[src/hdl/bqeq_ram.sv]
`timescale 1ns / 1ps
module bqeq_ram #(
    parameter int  WIDTH = 32,
    parameter int  DEPTH = 40,
    localparam int AW    = $clog2(DEPTH)
) (
    input  logic             i_clk,
    input  logic             i_we,
    input  logic [AW-1:0]    i_waddr,
    input  logic [WIDTH-1:0] i_wdata,
    input  logic             i_re,
    input  logic [AW-1:0]    i_raddr,
    output logic [WIDTH-1:0] o_rdata
);

    logic [WIDTH-1:0] r_mem [DEPTH];
    logic [WIDTH-1:0] r_rdata;

    always_ff @(posedge i_clk) begin
        if (i_we) begin
            r_mem[i_waddr] <= i_wdata;
        end
        if (i_re) begin
            r_rdata <= r_mem[i_raddr];
        end
    end

    assign o_rdata = r_rdata;

endmodule

[config.mk]
export PLATFORM = sky130hd
export DESIGN_NAME = bqeq_ram
export DESIGN_NICKNAME = d
export VERILOG_FILES = /design/src/hdl/bqeq_ram.sv
export SDC_FILE = /design/constraint.sdc
export NUM_CORES = 1
export LEC_CHECK = 0
export BUFFER_PORTS_ARGS = -buffer_cell sky130_fd_sc_hd__clkbuf_2
export CORE_UTILIZATION = 45
export DETAILED_ROUTE_END_ITERATION = 8
export PLACE_DENSITY = 0.7
export REMOVE_ABC_BUFFERS = 1
export SYNTH_ARGS = -nofsm -noshare
export SYNTH_HDL_FRONTEND = slang
export SYNTH_SLANG_ARGS = --single-unit
[constraint.sdc]
create_clock -name i_clk -period 4.4 [get_ports i_clk]
set_input_delay 0.66 -clock i_clk [delete_from_list [all_inputs] [get_ports i_clk]]
set_output_delay 0.66 -clock i_clk [all_outputs]
set_load 0.02 [all_outputs]
==> impl_metrics.csv, run 1 <==
group,metric,value,unit
status,status,"finished, final reports clean",
timing,hold_violations,0,
min_path,whs_endpoint,"r_mem[33][0]",
critical_path,r2r_cells,4,
layout,multi_input_area,11000,sq um
place,dp_hpwl,70600,um
layout,synthToLayoutAreaGrowth,13.7,%
timing,fin_crit_sh,0.624,
synth,ys_seq_elements,1312,
min_path,holdPathStages,1,
clock_network,clk-insertion-delay-late,0.73,ns
critical_path,cp.arrival,3.17,ns
timing,setup_viol,0,
timing,rsz0062_at_grt,"false",
critical_path,r2r_end,"o_rdata[5]",
floorplanning,die_area,115000,sq um
pwr,ir_worst_vdd,0.354,mV
global_routing,grt_use_total,0.215,
critical_path,worstSetupStartpointType,"primary input",
global_routing,grt_max_degree,52,
synth,synth_top_area_share,0.773,
timing,tightestPinTransition,0.989,ns
clock_network,h-tree-depth,3,
timing,min_period,2.75,ns
timing,fin_worst_skew,0.0399,ns
timing,slew_violations,0,
synth,yosysWarnings,0,
critical_path,worstPathMaxFanout,49,
synth,synthCells,2562,
min_path,min-delay-start,"i_wdata[0]",
layout,final_common_cell,"edfxtp_1",
critical_path,r2r_start,"r_mem[38][5]",
clock_network,cts_root_buf,"clkbuf_16",
route,wl,125000,um
floorplanning,start_util,0.453,
pwr,p_per_area,447,nW/um^2
synth,synth_cell_types,32,
floorplanning,rows,123,
critical_path,cp-end-kind,"flop",
pwr,p_leak,0.0195,uW
route,via_per_inst,5.96,
critical_path,crit_type,"in2reg",
clock_network,cts_made_buffers,119,
critical_path,required,4.83,ns
critical_path,r2r_slack,2.67,ns
clock_network,cts_resized,0,
route,drc,0,
clock_network,postCtsHoldBufs,0,
route,ant_nets,0,
clock_network,cts_sinks,1312,
pwr,total_power,25900,uW
floorplanning,die_w,338,um
clock_network,cts_post_setup_buffers_inserted,0,
synth,yosysTopAreaCell,"edfxtp_1",
layout,nets,2764,
global_routing,grt_pass1_vias,25900,
synth,yosys-top-cells-area,"edfxtp_1 77%, mux2i_1 10%, mux4_2 2.8%, a22oi_1 1.9%, a22o_1 1.1%",
clock_network,cts.clk_slew.worst_paths,0.07,ns
place,io_buffers,78,
place,gp_congestion,0.805,
place,dp_slack,0.978,ns
min_path,min_path_type,"in2reg",
clock_network,ctsLongestPathBuffers,3,
floorplanning,io_pins,79,
floorplanning,die_h,338,um
global_routing,grt_overflow,0,
route,drt_iter0_drc,3025,
route,vias,25800,
layout,seq_area,39400,sq um
timing,setup_ws,1.65,ns
synth,avgSynthCellArea,19.9,sq um
layout,final_layout_size_suffix_gt1_frac,0.202,
floorplanning,core,112000,sq um
global_routing,grt_first_pass_wirelength,179000,um
route,wl_per_cell,28.8,um
timing,slew_headroom,0.339,
run,drv_cap,0,
route,dr.pass1.iters,6,
timing,clock.fmax,364,MHz
synth,yosysSeqAreaShare,0.773,
synth,synth_area,50900,sq um
layout,layout_common_cells,"1312 x edfxtp_1, 512 x mux2i_1, 128 x a22oi_1, 120 x clkbuf_16, 85 x buf_4",
layout,fillers,8669,
global_routing,antenna_found_initial,6,
clock_network,cts_tree,"built",
## registers in the layout, indices dropped and copies added, names as in the netlist
signal / cells
r_mem: 1280
o_rdata: 32
## synth_stat cells
library cell  count
edfxtp_1       1312
mux2i_1         512
a22oi_1         128
a21oi_1          64
a22o_1           64
mux4_2           64
clkbuf_1         62
nor2_1           41
nand2_1          39
a221oi_1         37
mux2_2           32
o22ai_1          32
o41ai_2          32
buf_2            28
a221oi_2         27
buf_4            25
buf_1            15
buf_6            14
clkbuf_4          9
nand2b_1          5
nor2b_1           5
nand3_1           4
nor3_1            2
and2_1            1
buf_12            1
buf_8             1
nand3b_1          1
nand4_1           1
nor4bb_1          1
or2_2             1
or3_1             1
or3b_2            1
## power by group
part	internal (uW)	leakage (uW)	switching [uW]
combinational	460	0.00567	841
sequential	13900	0.0118	45.0
clock	6130	0.00196	4510
## metrics by stage
stage / cell area, sq um / hold WS [ns] / setup TNS, ns / utilization / std cells
2_1_floorplan: 50100 / 0.759 / -79.85 / - / 2407
3_3_place_gp: 53900 / 0.861 / 0 / 0.479 / 4096
3_5_place_dp: 53900 / 0.879 / 0 / 0.479 / 4096
4_1_cts: 57900 / 0.585 / 0 / 0.515 / 4319
5_1_grt: 57900 / 0.638 / 0 / 0.515 / 4321
6_report: 57900 / 0.633 / 0 / 0.515 / 4322
## routing by layer
layer	track usage	vias to the layer above	share of wire	routed length (um)
li1	-	10900	-	-
met1	0.298	13400	0.41	50500
met2	0.354	1229	0.49	60600
met3	0.0312	188	0.084	10400
met4	0.0615	8	0.024	2980
met5	0	-	0.00038	47
## worst max-delay path: stages
cell      delay, ns
clkbuf_2       0.68
and2_4         0.72
buf_12         0.37
a22o_1         0.19
a221oi_1       0.05
o22ai_1        0.27
o41ai_2        0.12
## cell type report
| class | instances | area share |
|---|---|---|
| Sequential cell | 1312 | 0.680 |
| Multi-Input combinational cell | 1095 | 0.190 |
| Clock buffer | 140 | 0.0532 |
| Tap cell | 1500 | 0.0324 |
| Timing Repair Buffer | 189 | 0.0274 |
| Clock inverter | 83 | 0.0166 |
| Antenna cell | 3 | 0.000130 |
## cell families (layout without fill, tap and decap cells)
group	Yosys count	after routing	share of synthesized area
buf+inv	155	412	0.0172
flops	1312	1312	0.773
compound gates	384	384	0.0646
simple gates	103	103	0.00872
mux	608	608	0.136
other cells	0	3	0
## worst max path at each step
| stage | endpoint | cells past startpoint | slack [ns] | from |
|---|---|---|---|---|
| after floorplan | o_rdata[30] | 5 | -2.53 | i_raddr[1] |
| after global placement | o_rdata[30] | 8 | 1.02 | i_raddr[2] |
| after detailed placement | o_rdata[30] | 8 | 0.98 | i_raddr[2] |
| after CTS | o_rdata[1] | 7 | 1.74 | i_raddr[2] |
| after global routing | o_rdata[30] | 8 | 1.63 | i_raddr[2] |
| final | o_rdata[1] | 7 | 1.65 | i_raddr[2] |
No activity file was read; power rests on OpenSTA's default activity.
==> inputs of run 2 (changes only) <==
--- a/config.mk
+++ b/config.mk
@@ -8,7 +8,7 @@
 export BUFFER_PORTS_ARGS = -buffer_cell sky130_fd_sc_hd__clkbuf_2
 export CORE_UTILIZATION = 45
 export DETAILED_ROUTE_END_ITERATION = 8
-export PLACE_DENSITY = 0.7
+export PLACE_DENSITY = 0.73
 export REMOVE_ABC_BUFFERS = 1
 export SYNTH_ARGS = -nofsm -noshare
 export SYNTH_HDL_FRONTEND = slang
==> constraint.sdc (replaced) <==
create_clock -name i_clk -period 2.5 [get_ports i_clk]
set_input_delay 0.375 -clock i_clk [delete_from_list [all_inputs] [get_ports i_clk]]
set_output_delay 0.375 -clock i_clk [all_outputs]
set_load 0.02 [all_outputs]
==> impl_metrics.csv, run 2 (synthesis results as in run 1) <==
group,metric,value,unit
pwr,p_leak,0.0199,uW
route,drt_iter0_drc,3168,
layout,utilization,0.526,
critical_path,worstPathMaxFanout,1,
global_routing,grt_overflow,0,
clock_network,cts_sinks,1312,
floorplanning,io_pins,79,
min_path,min_path_type,"in2reg",
timing,tightestPinTransition,0.800,ns
timing,min_period,1.78,ns
critical_path,cp-startpoint,"o_rdata[12]",
timing,setup_viol,0,
timing,slew_headroom,0.467,
clock_network,cts_made_buffers,121,
layout,regMostFlops,"r_mem",
timing,setup_ws,0.721,ns
critical_path,cp-end-kind,"output pin",
critical_path,cp.arrival,1.40,ns
route,ant_nets,0,
route,dr.pass1.iters,6,
global_routing,grt_first_pass_wirelength,182000,um
critical_path,r2r_slack,0.76,ns
layout,fin_cells,4387,
global_routing,grt_max_degree,49,
critical_path,critical_path.top_delay_family,"flip-flops",
clock_network,cts_root_buf,"clkbuf_16",
route,via_per_inst,6.05,
timing,setup_tns,0,ns
layout,largest_reg_flops,1280,
global_routing,antenna_found_initial,4,
critical_path,crit_buf_inv,1,
pwr,ir_worst_vdd,0.687,mV
layout,layout_common_cells,"1312 x edfxtp_1, 512 x mux2i_1, 128 x a22oi_1, 122 x clkbuf_16, 95 x buf_4",
critical_path,r2r_start,"r_mem[24][0]",
place,gp_congestion,0.805,
critical_path,required,2.12,ns
critical_path,worstSetupEndpoint,"o_rdata[12]",
place,place_inst,4159,
place,dp_hpwl,71200,um
critical_path,crit_type,"reg2out",
floorplanning,rows,123,
floorplanning,die_w,338,um
critical_path,r2r_end,"o_rdata[0]",
clock_network,cts_resized,0,
critical_path,r2r_cells,5,
place,dp_slack,0.114,ns
floorplanning,start_util,0.453,
pwr,p_per_area,774,nW/um^2
route,vias,26500,
timing,fin_worst_skew,0.0496,ns
timing,clock.fmax,562,MHz
route,wl,127000,um
clock_network,cts_tree,"built",
timing,slew_violations,0,
run,drv_cap,0,
route,drc,0,
layout,final_common_cell,"edfxtp_1",
timing,fin_crit_sh,0.712,
clock_network,clk-insertion-delay-late,0.73,ns
clock_network,cts.clk_slew.worst_paths,0.07,ns
floorplanning,die_area,115000,sq um
clock_network,h-tree-depth,3,
status,status,"finished, final reports clean",
critical_path,crit_path_max_incr_delay,0.47,ns
clock_network,cts_post_setup_buffers_inserted,0,
critical_path,crit_path_cell_trace,"clkbuf_2",
timing,hold_violations,0,
place,io_buffers,78,
critical_path,crit_slowest_cell,"edfxtp_1",
layout,synthToLayoutAreaGrowth,16.0,%
critical_path,cp.depth,1,
floorplanning,core,112000,sq um
layout,final_layout_size_suffix_gt1_frac,0.221,
layout,fillers,8555,
global_routing,grt_pass1_vias,26900,
critical_path,worstSetupStartpointType,"flop",
floorplanning,die_h,338,um
clock_network,ctsLongestPathBuffers,3,
timing,rsz0062_at_grt,"false",
pwr,total_power,45800,uW
clock_network,postCtsHoldBufs,0,
route,wl_per_cell,28.9,um
global_routing,grt_use_total,0.218,
layout,nets,2829,
==> run 2: cell type report <==
| class | instances | area (sq um) | share of cell area |
|---|---|---|---|
| flip-flops and latches | 1312 | 39400 | 0.667 |
| multi-input cells | 1095 | 11000 | 0.186 |
| clock buffers | 139 | 3120 | 0.0527 |
| repair buffers | 252 | 2730 | 0.0461 |
| well taps | 1500 | 1880 | 0.0318 |
| clock inverters | 88 | 988 | 0.0167 |
| diodes | 1 | 2.50 | 0.0000423 |
==> run 2: worst min path at each step <==
stage,end,cells after the start,startpoint
6_report,o_rdata[10],2,i_re
5_1_grt,o_rdata[10],2,i_re
4_1_cts,o_rdata[10],2,i_re
3_5_place_dp,o_rdata[18],4,r_mem[34][18]
3_3_place_gp,o_rdata[10],4,r_mem[38][10]
2_1_floorplan,r_mem[0][0],0,i_wdata[0]
==> run 2: power by group <==
| part | switching, uW | internal [uW] | total, uW | leakage [uW] |
|---|---|---|---|---|
| Combinational | 1490 | 909 | 2400 | 0.00616 |
| Clock | 8120 | 10800 | 18900 | 0.00195 |
| Sequential | 73.5 | 24400 | 24500 | 0.0118 |
| Total | 9680 | 36100 | 45800 | 0.0199 |
==> run 2: per-layer routing <==
metal  wire [um]  part of all wire  track usage  up-vias
li1            -                 -            -    11100
met1       48000              0.38        0.282    13800
met2       63200              0.50        0.369     1408
met3       11600             0.091       0.0404      312
met4        4180             0.033       0.0770        6
met5          45           0.00035            0        -
==> run 2: metrics by stage <==
| stage | hold WS (ns) | instance area, sq um |
|---|---|---|
| finish | 0.185 | 59100 |
| global route | 0.177 | 59100 |
| CTS | 0.160 | 59100 |
| detailed placement | 0.857 | 55000 |
| global placement | 0.849 | 55000 |
| floorplan | 0.474 | 50100 |
