--- src/hdl/bqeq_pkg.sv ---
`timescale 1ns / 1ps
package bqeq_pkg;

    localparam int BANDS    = 8;
    localparam int CHANNELS = 2;
    localparam int TAPS     = 5;

    localparam int SMP_W   = 28;
    localparam int COEF_W  = 32;
    localparam int GAIN_W  = 24;
    localparam int EN_W    = 8;
    localparam int BAND_W  = 3;
    localparam int CH_W    = 1;
    localparam int TAP_W   = 3;
    localparam int PROD_W  = COEF_W + SMP_W;
    localparam int ACC_W   = PROD_W + 2;
    localparam int CLP_W   = ACC_W - 20;
    localparam int CFG_IW  = 4;
    localparam int CFG_DW  = 24;

    localparam int C_DEPTH = BANDS * TAPS;
    localparam int C_AW    = $clog2(C_DEPTH);
    localparam int H_DEPTH = BANDS * CHANNELS;
    localparam int H_AW    = $clog2(H_DEPTH);
    localparam int HROW_W  = 4 * SMP_W;

    localparam logic [GAIN_W-1:0] GAIN_RESET = GAIN_W'(1048576);

    localparam logic signed [ACC_W-1:0] RND_BAND = ACC_W'(2**29);
    localparam logic signed [ACC_W-1:0] RND_GAIN = ACC_W'(2**19);
    localparam logic signed [CLP_W-1:0] CLP_MAX  = CLP_W'(134217727);
    localparam logic signed [CLP_W-1:0] CLP_MIN  = -CLP_W'(134217728);

    typedef enum logic [1:0] {
        ACT_SAMPLE = 2'd0,
        ACT_COEFF  = 2'd1,
        ACT_CLEAR  = 2'd2
    } t_action;

    localparam logic [TAP_W-1:0] SLOT_B0 = 3'd0;
    localparam logic [TAP_W-1:0] SLOT_B1 = 3'd1;
    localparam logic [TAP_W-1:0] SLOT_B2 = 3'd2;
    localparam logic [TAP_W-1:0] SLOT_A1 = 3'd3;
    localparam logic [TAP_W-1:0] SLOT_A2 = 3'd4;

    localparam logic [CFG_IW-1:0] REG_BAND_ENABLE = 4'd0;
    localparam logic [CFG_IW-1:0] REG_OUTPUT_GAIN = 4'd1;

    typedef struct packed {
        logic [1:0]               action;
        logic [CH_W-1:0]          channel;
        logic signed [SMP_W-1:0]  sample_in;
        logic [BAND_W-1:0]        coeff_band;
        logic [TAP_W-1:0]         coeff_slot;
        logic signed [COEF_W-1:0] coeff_value;
    } t_in_word;

    typedef struct packed {
        logic signed [SMP_W-1:0] sample_out;
        logic [CH_W-1:0]         channel_out;
        logic                    saturated;
    } t_out_word;

    typedef struct packed {
        logic signed [SMP_W-1:0] x1;
        logic signed [SMP_W-1:0] x2;
        logic signed [SMP_W-1:0] y1;
        logic signed [SMP_W-1:0] y2;
    } t_hist_row;

    typedef struct packed {
        logic mul_en;
        logic sub;
        logic acc_clr;
    } t_mac_ctl;

    typedef struct packed {
        logic                    sat;
        logic signed [SMP_W-1:0] val;
    } t_rnd;

    function automatic logic [C_AW-1:0] coef_addr(input logic [BAND_W-1:0] band,
                                                   input logic [TAP_W-1:0] slot);
        return C_AW'(C_AW'(band) * C_AW'(TAPS) + C_AW'(slot));
    endfunction

    function automatic logic [H_AW-1:0] hist_addr(input logic [BAND_W-1:0] band,
                                                   input logic [CH_W-1:0] ch);
        return H_AW'(H_AW'(band) * H_AW'(CHANNELS) + H_AW'(ch));
    endfunction

    function automatic t_rnd clamp_smp(input logic signed [CLP_W-1:0] v);
        t_rnd r;
        r.sat = 1'b1;
        if (v > CLP_MAX) begin
            r.val = CLP_MAX[SMP_W-1:0];
        end else if (v < CLP_MIN) begin
            r.val = CLP_MIN[SMP_W-1:0];
        end else begin
            r.sat = 1'b0;
            r.val = v[SMP_W-1:0];
        end
        return r;
    endfunction

    function automatic t_rnd round_band(input logic signed [ACC_W-1:0] acc);
        logic signed [ACC_W-1:0] s;
        logic signed [31:0]      q;
        s = acc + RND_BAND;
        q = $signed(s[ACC_W-1:30]);
        return clamp_smp(CLP_W'(q));
    endfunction

    function automatic t_rnd round_gain(input logic signed [ACC_W-1:0] acc);
        logic signed [ACC_W-1:0] s;
        s = acc + RND_GAIN;
        return clamp_smp($signed(s[ACC_W-1:20]));
    endfunction

endpackage

--- src/hdl/bqeq_mac.sv ---
`timescale 1ns / 1ps
module bqeq_mac (
    input  logic                                  i_clk,
    input  logic                                  i_rst_n,
    input  bqeq_pkg::t_mac_ctl                    i_ctl,
    input  logic signed [bqeq_pkg::COEF_W-1:0]    i_a,
    input  logic signed [bqeq_pkg::SMP_W-1:0]     i_b,
    output logic signed [bqeq_pkg::ACC_W-1:0]     o_acc
);
    import bqeq_pkg::*;

    logic signed [PROD_W-1:0] r_prod;
    logic signed [PROD_W-1:0] n_prod;
    logic                     r_pvalid;
    logic                     r_sub;
    logic signed [ACC_W-1:0]  r_acc;
    logic signed [ACC_W-1:0]  n_acc;

    always_comb begin
        n_prod = PROD_W'(i_a) * PROD_W'(i_b);
        n_acc  = r_acc;
        if (i_ctl.acc_clr) begin
            n_acc = '0;
        end else if (r_pvalid) begin
            if (r_sub) begin
                n_acc = r_acc - ACC_W'(r_prod);
            end else begin
                n_acc = r_acc + ACC_W'(r_prod);
            end
        end
    end

    always_ff @(posedge i_clk) begin
        if (!i_rst_n) begin
            r_pvalid <= 1'b0;
            r_acc    <= '0;
        end else begin
            r_pvalid <= i_ctl.mul_en;
            r_acc    <= n_acc;
            if (i_ctl.mul_en) begin
                r_prod <= n_prod;
                r_sub  <= i_ctl.sub;
            end
        end
    end

    assign o_acc = r_acc;

endmodule

--- config.mk ---
export PLATFORM = sky130hd
export DESIGN_NAME = bqeq_mac
export DESIGN_NICKNAME = d
export VERILOG_FILES = /design/src/hdl/bqeq_pkg.sv /design/src/hdl/bqeq_mac.sv
export SDC_FILE = /design/constraint.sdc
export NUM_CORES = 2
export LEC_CHECK = 0
export BUFFER_PORTS_ARGS = -buffer_cell sky130_fd_sc_hd__clkbuf_2
export CAP_MARGIN = 10
export CORE_MARGIN = 1.5
export CORE_UTILIZATION = 45
export CTS_CLUSTER_SIZE = 25
export DETAILED_ROUTE_END_ITERATION = 8
export PLACE_DENSITY = 0.67
export RECOVER_POWER = 25
export SLEW_MARGIN = 20
export SYNTH_ARGS = -nofsm -noshare
export SYNTH_HDL_FRONTEND = slang
export SYNTH_SLANG_ARGS = --single-unit
export TNS_END_PERCENT = 100
--- constraint.sdc ---
create_clock -name i_clk -period 14.2 [get_ports i_clk]
set_input_delay 2.84 -clock i_clk [delete_from_list [all_inputs] [get_ports i_clk]]
set_output_delay 2.84 -clock i_clk [all_outputs]
set_load 0.02 [all_outputs]
==> summary.json <==
{
  "setup_path": {
    "worst-r2r-setup-slack_ps": 8250,
    "critical_path.reg2reg.startpoint": "r_prod[9]",
    "critical_path_class": "in -> reg",
    "r2r_cells": 19,
    "cp.arrival_ps": 11150,
    "timing.critical_path.to_type": "flip-flop",
    "crit_required_ps": 14390,
    "cp-startpoint": "i_b[3]",
    "critical_path.reg2reg.endpoint": "o_acc[61]",
    "worstPathMaxFanout": 32,
    "last_element_of_the_critical_path": "r_prod[59]",
    "setup.worst_path.start_class": "primary input"
  },
  "clock_tree": {
    "clock_buffers_created_by_tritoncts": 17,
    "numClockSinks": 124,
    "cts_setup_buffers": 0,
    "clock_tree.root_cell": "sky130_fd_sc_hd__clkbuf_16",
    "worst_skew_pair.late_latency_ps": 450,
    "cts-hold-fix-buffers": 0,
    "cts_tree": "yes",
    "post_cts.resized_instances": 0,
    "clk_pin_slew_worst_paths_ps": 60,
    "htree_levels": 4,
    "buffer_depth_of_the_longest_clock_path": 2
  },
  "worst_hold_path": {
    "worst_hold_path_type": "reg -> reg"
  },
  "yosys": {
    "ys_seq_elements": 124,
    "yosysSeqAreaShare_pct": 7.64,
    "netlist_area_um2": 40500,
    "synth_net_count": 5676,
    "synth.area.top_cells": "sky130_fd_sc_hd__fa_1, sky130_fd_sc_hd__inv_1, sky130_fd_sc_hd__ha_1",
    "synthMostInstantiatedCell": "sky130_fd_sc_hd__fa_1",
    "synth_top_area_cell": "sky130_fd_sc_hd__fa_1",
    "ys.flop_type": "sky130_fd_sc_hd__dfxtp_1",
    "mapped_cells": 4428,
    "synth-edff-count": 61,
    "yosys_warnings": 0,
    "yosys.cell_types.count": 78,
    "synth_top_cell_area_share_pct": 45.9,
    "synth_top_cells_by_count": "sky130_fd_sc_hd__fa_1, sky130_fd_sc_hd__inv_1, sky130_fd_sc_hd__nand2_1, sky130_fd_sc_hd__and2_1, sky130_fd_sc_hd__ha_1",
    "async_reset_ff_share_pct": 0,
    "synth.avg_cell_area_um2": 9.14
  },
  "route": {
    "routed_via_density": 5.29,
    "postRouteWirelength_mm": 107,
    "drc": 0,
    "route.antenna.remaining_nets": 0,
    "routed_len_inst_um": 19.2,
    "drt_first_iter_violations": 1672,
    "detailedRoute.firstPassIterationCount": 7,
    "via_count": 29400
  },
  "sta": {
    "max-slew-margin-rel_pct": -127,
    "layout_worst_path_cycle_share_pct": 77.2,
    "hold-worst-slack_ps": 477,
    "worst-slew-pin-transition_ps": 3400,
    "post-route-worst-setup-slack_ps": 3240,
    "timing_hold_violations_final": 0,
    "period_needed_ps": 10960,
    "drv_slew": 120,
    "fmaxAchievable_ghz": 0.0913,
    "finalSetupTns_ps": 0,
    "clock_skew_ps": 13.0,
    "report.final.setup_viol": 0,
    "rsz_0062_raised_after_global_routing": "false"
  },
  "layout": {
    "antennaDiodeCount": 0,
    "final_cell_utilization_of_the_core_pct": 47.9,
    "drive_gt1_share_pct": 4.87,
    "area.sequential_um2": 3090,
    "flow.area_growth_from_synthesis_pct": 5.03,
    "multiInputGateArea_um2": 33100,
    "finish.net_count": 5630,
    "fillers": 8362
  },
  "outcome": {
    "violations": "capacitance limit, slew limit",
    "run_status": "finished with violations"
  },
  "floorplan": {
    "floorplan.die_area_um2": 91700,
    "die_height_um": 303,
    "boundary_pins": 127,
    "initial_util_pct": 45.6,
    "rows": 109,
    "core_um2": 88800,
    "fp.dieW_um": 303
  },
  "placed_design": {
    "detailed_place_hpwl_mm": 84.3,
    "worst_slack_after_detailed_placement_ps": 2740,
    "io_buffer_count": 126,
    "gp_congestion": 0.914
  },
  "grt": {
    "grt_antenna_before_repair": 0,
    "number_of_global_route_vias_before_repair": 31300,
    "grt_first_pass_wirelength_mm": 172,
    "grt_util_all_layers_pct": 24.0,
    "grt_start_max_net_pins": 63,
    "overflow": 0
  },
  "run": {
    "max_cap_viol_count": 2
  }
}
==> area by class of cell <==
class                      count  share of cell area, %
sequential                   124                   7.28
timing repair buffer         156                   1.98
inverter                     923                   8.15
tap                         1165                   3.43
multi-input combinational   3160                   77.8
clock inverter                12                  0.233
clock buffer                  20                   1.13
==> state kept, by name, indices dropped and copies added (netlist names) <==
signal / flops
o_acc: 62
r_pvalid: 1
r_prod: 60
r_sub: 1
==> placed cells by master (no fill, tap or decap), types with 72 or more instances in the layout <==
cell and n:
sky130_fd_sc_hd__clkbuf_2 124, sky130_fd_sc_hd__fa_1 928, sky130_fd_sc_hd__and2_1 464, sky130_fd_sc_hd__nor2_1 193, sky130_fd_sc_hd__inv_1 923, sky130_fd_sc_hd__nand2_1 496
sky130_fd_sc_hd__xnor2_1 146, sky130_fd_sc_hd__a21oi_1 156, sky130_fd_sc_hd__o21ai_0 72, sky130_fd_sc_hd__ha_1 255
==> worst min path at each step <==
| stage | startpoint | end | slack (ps) | cells after the start |
|---|---|---|---|---|
| 6_report | o_acc[60] | o_acc[60] | 480 | 2 |
| 5_1_grt | o_acc[60] | o_acc[60] | 500 | 2 |
| 4_1_cts | o_acc[60] | o_acc[60] | 480 | 2 |
| 3_5_place_dp | o_acc[60] | o_acc[60] | 470 | 2 |
| 3_3_place_gp | o_acc[60] | o_acc[60] | 470 | 2 |
| 2_1_floorplan | o_acc[60] | o_acc[60] | 530 | 2 |
==> critical path: stages <==
cell and delay [ps]:
sky130_fd_sc_hd__clkbuf_2 410, sky130_fd_sc_hd__and2_1 320, sky130_fd_sc_hd__fa_1 540, sky130_fd_sc_hd__fa_1 600, sky130_fd_sc_hd__inv_1 130, sky130_fd_sc_hd__fa_1 550
sky130_fd_sc_hd__inv_1 70, sky130_fd_sc_hd__fa_1 850, sky130_fd_sc_hd__inv_1 390, sky130_fd_sc_hd__fa_1 570, sky130_fd_sc_hd__fa_1 540, sky130_fd_sc_hd__inv_1 50
sky130_fd_sc_hd__fa_1 430, sky130_fd_sc_hd__ha_1 280, sky130_fd_sc_hd__ha_1 330, sky130_fd_sc_hd__inv_1 150, sky130_fd_sc_hd__o21bai_1 90, sky130_fd_sc_hd__a21oi_1 230
sky130_fd_sc_hd__nand2_1 90, sky130_fd_sc_hd__a311oi_1 330, sky130_fd_sc_hd__a21oi_1 160, sky130_fd_sc_hd__o21ai_0 300, sky130_fd_sc_hd__o21ai_0 230, sky130_fd_sc_hd__a221o_1 380
sky130_fd_sc_hd__a21oi_1 180, sky130_fd_sc_hd__xnor2_1 90
==> stage by stage <==
stage | instance area (µm²) | cells
3_5_place_dp | 41900 | 5528
3_3_place_gp | 41900 | 5528
2_1_floorplan | 40500 | 4428
5_1_grt | 42500 | 5560
4_1_cts | 42500 | 5560
6_report | 42500 | 5560
==> cell families after synthesis <==
| kind of cell | Yosys count | synth area share (%) |
|---|---|---|
| and+or+nand+nor | 1331 | 16.3 |
| adders and majority gates | 1183 | 53.8 |
| buffers and inverters | 1144 | 10.7 |
| AOI/OAI and AO/OA | 430 | 6.83 |
| xor gates and xnor gates | 176 | 3.81 |
| DFF | 124 | 7.64 |
| muxes | 40 | 0.989 |
==> metal layers <==
| metal | vias up | GRT usage, % | share of wire, % |
|---|---|---|---|
| met1 | 15100 | 31.5 | 42 |
| met4 | 0 | 7.18 | 2.8 |
| met3 | 172 | 2.83 | 5.2 |
| met5 | - | 0 | 0 |
| li1 | 13200 | - | - |
| met2 | 862 | 41.7 | 50 |
Power is not shown: default switching activity piles up to over one toggle a cycle in this logic, so the estimate is an artifact.
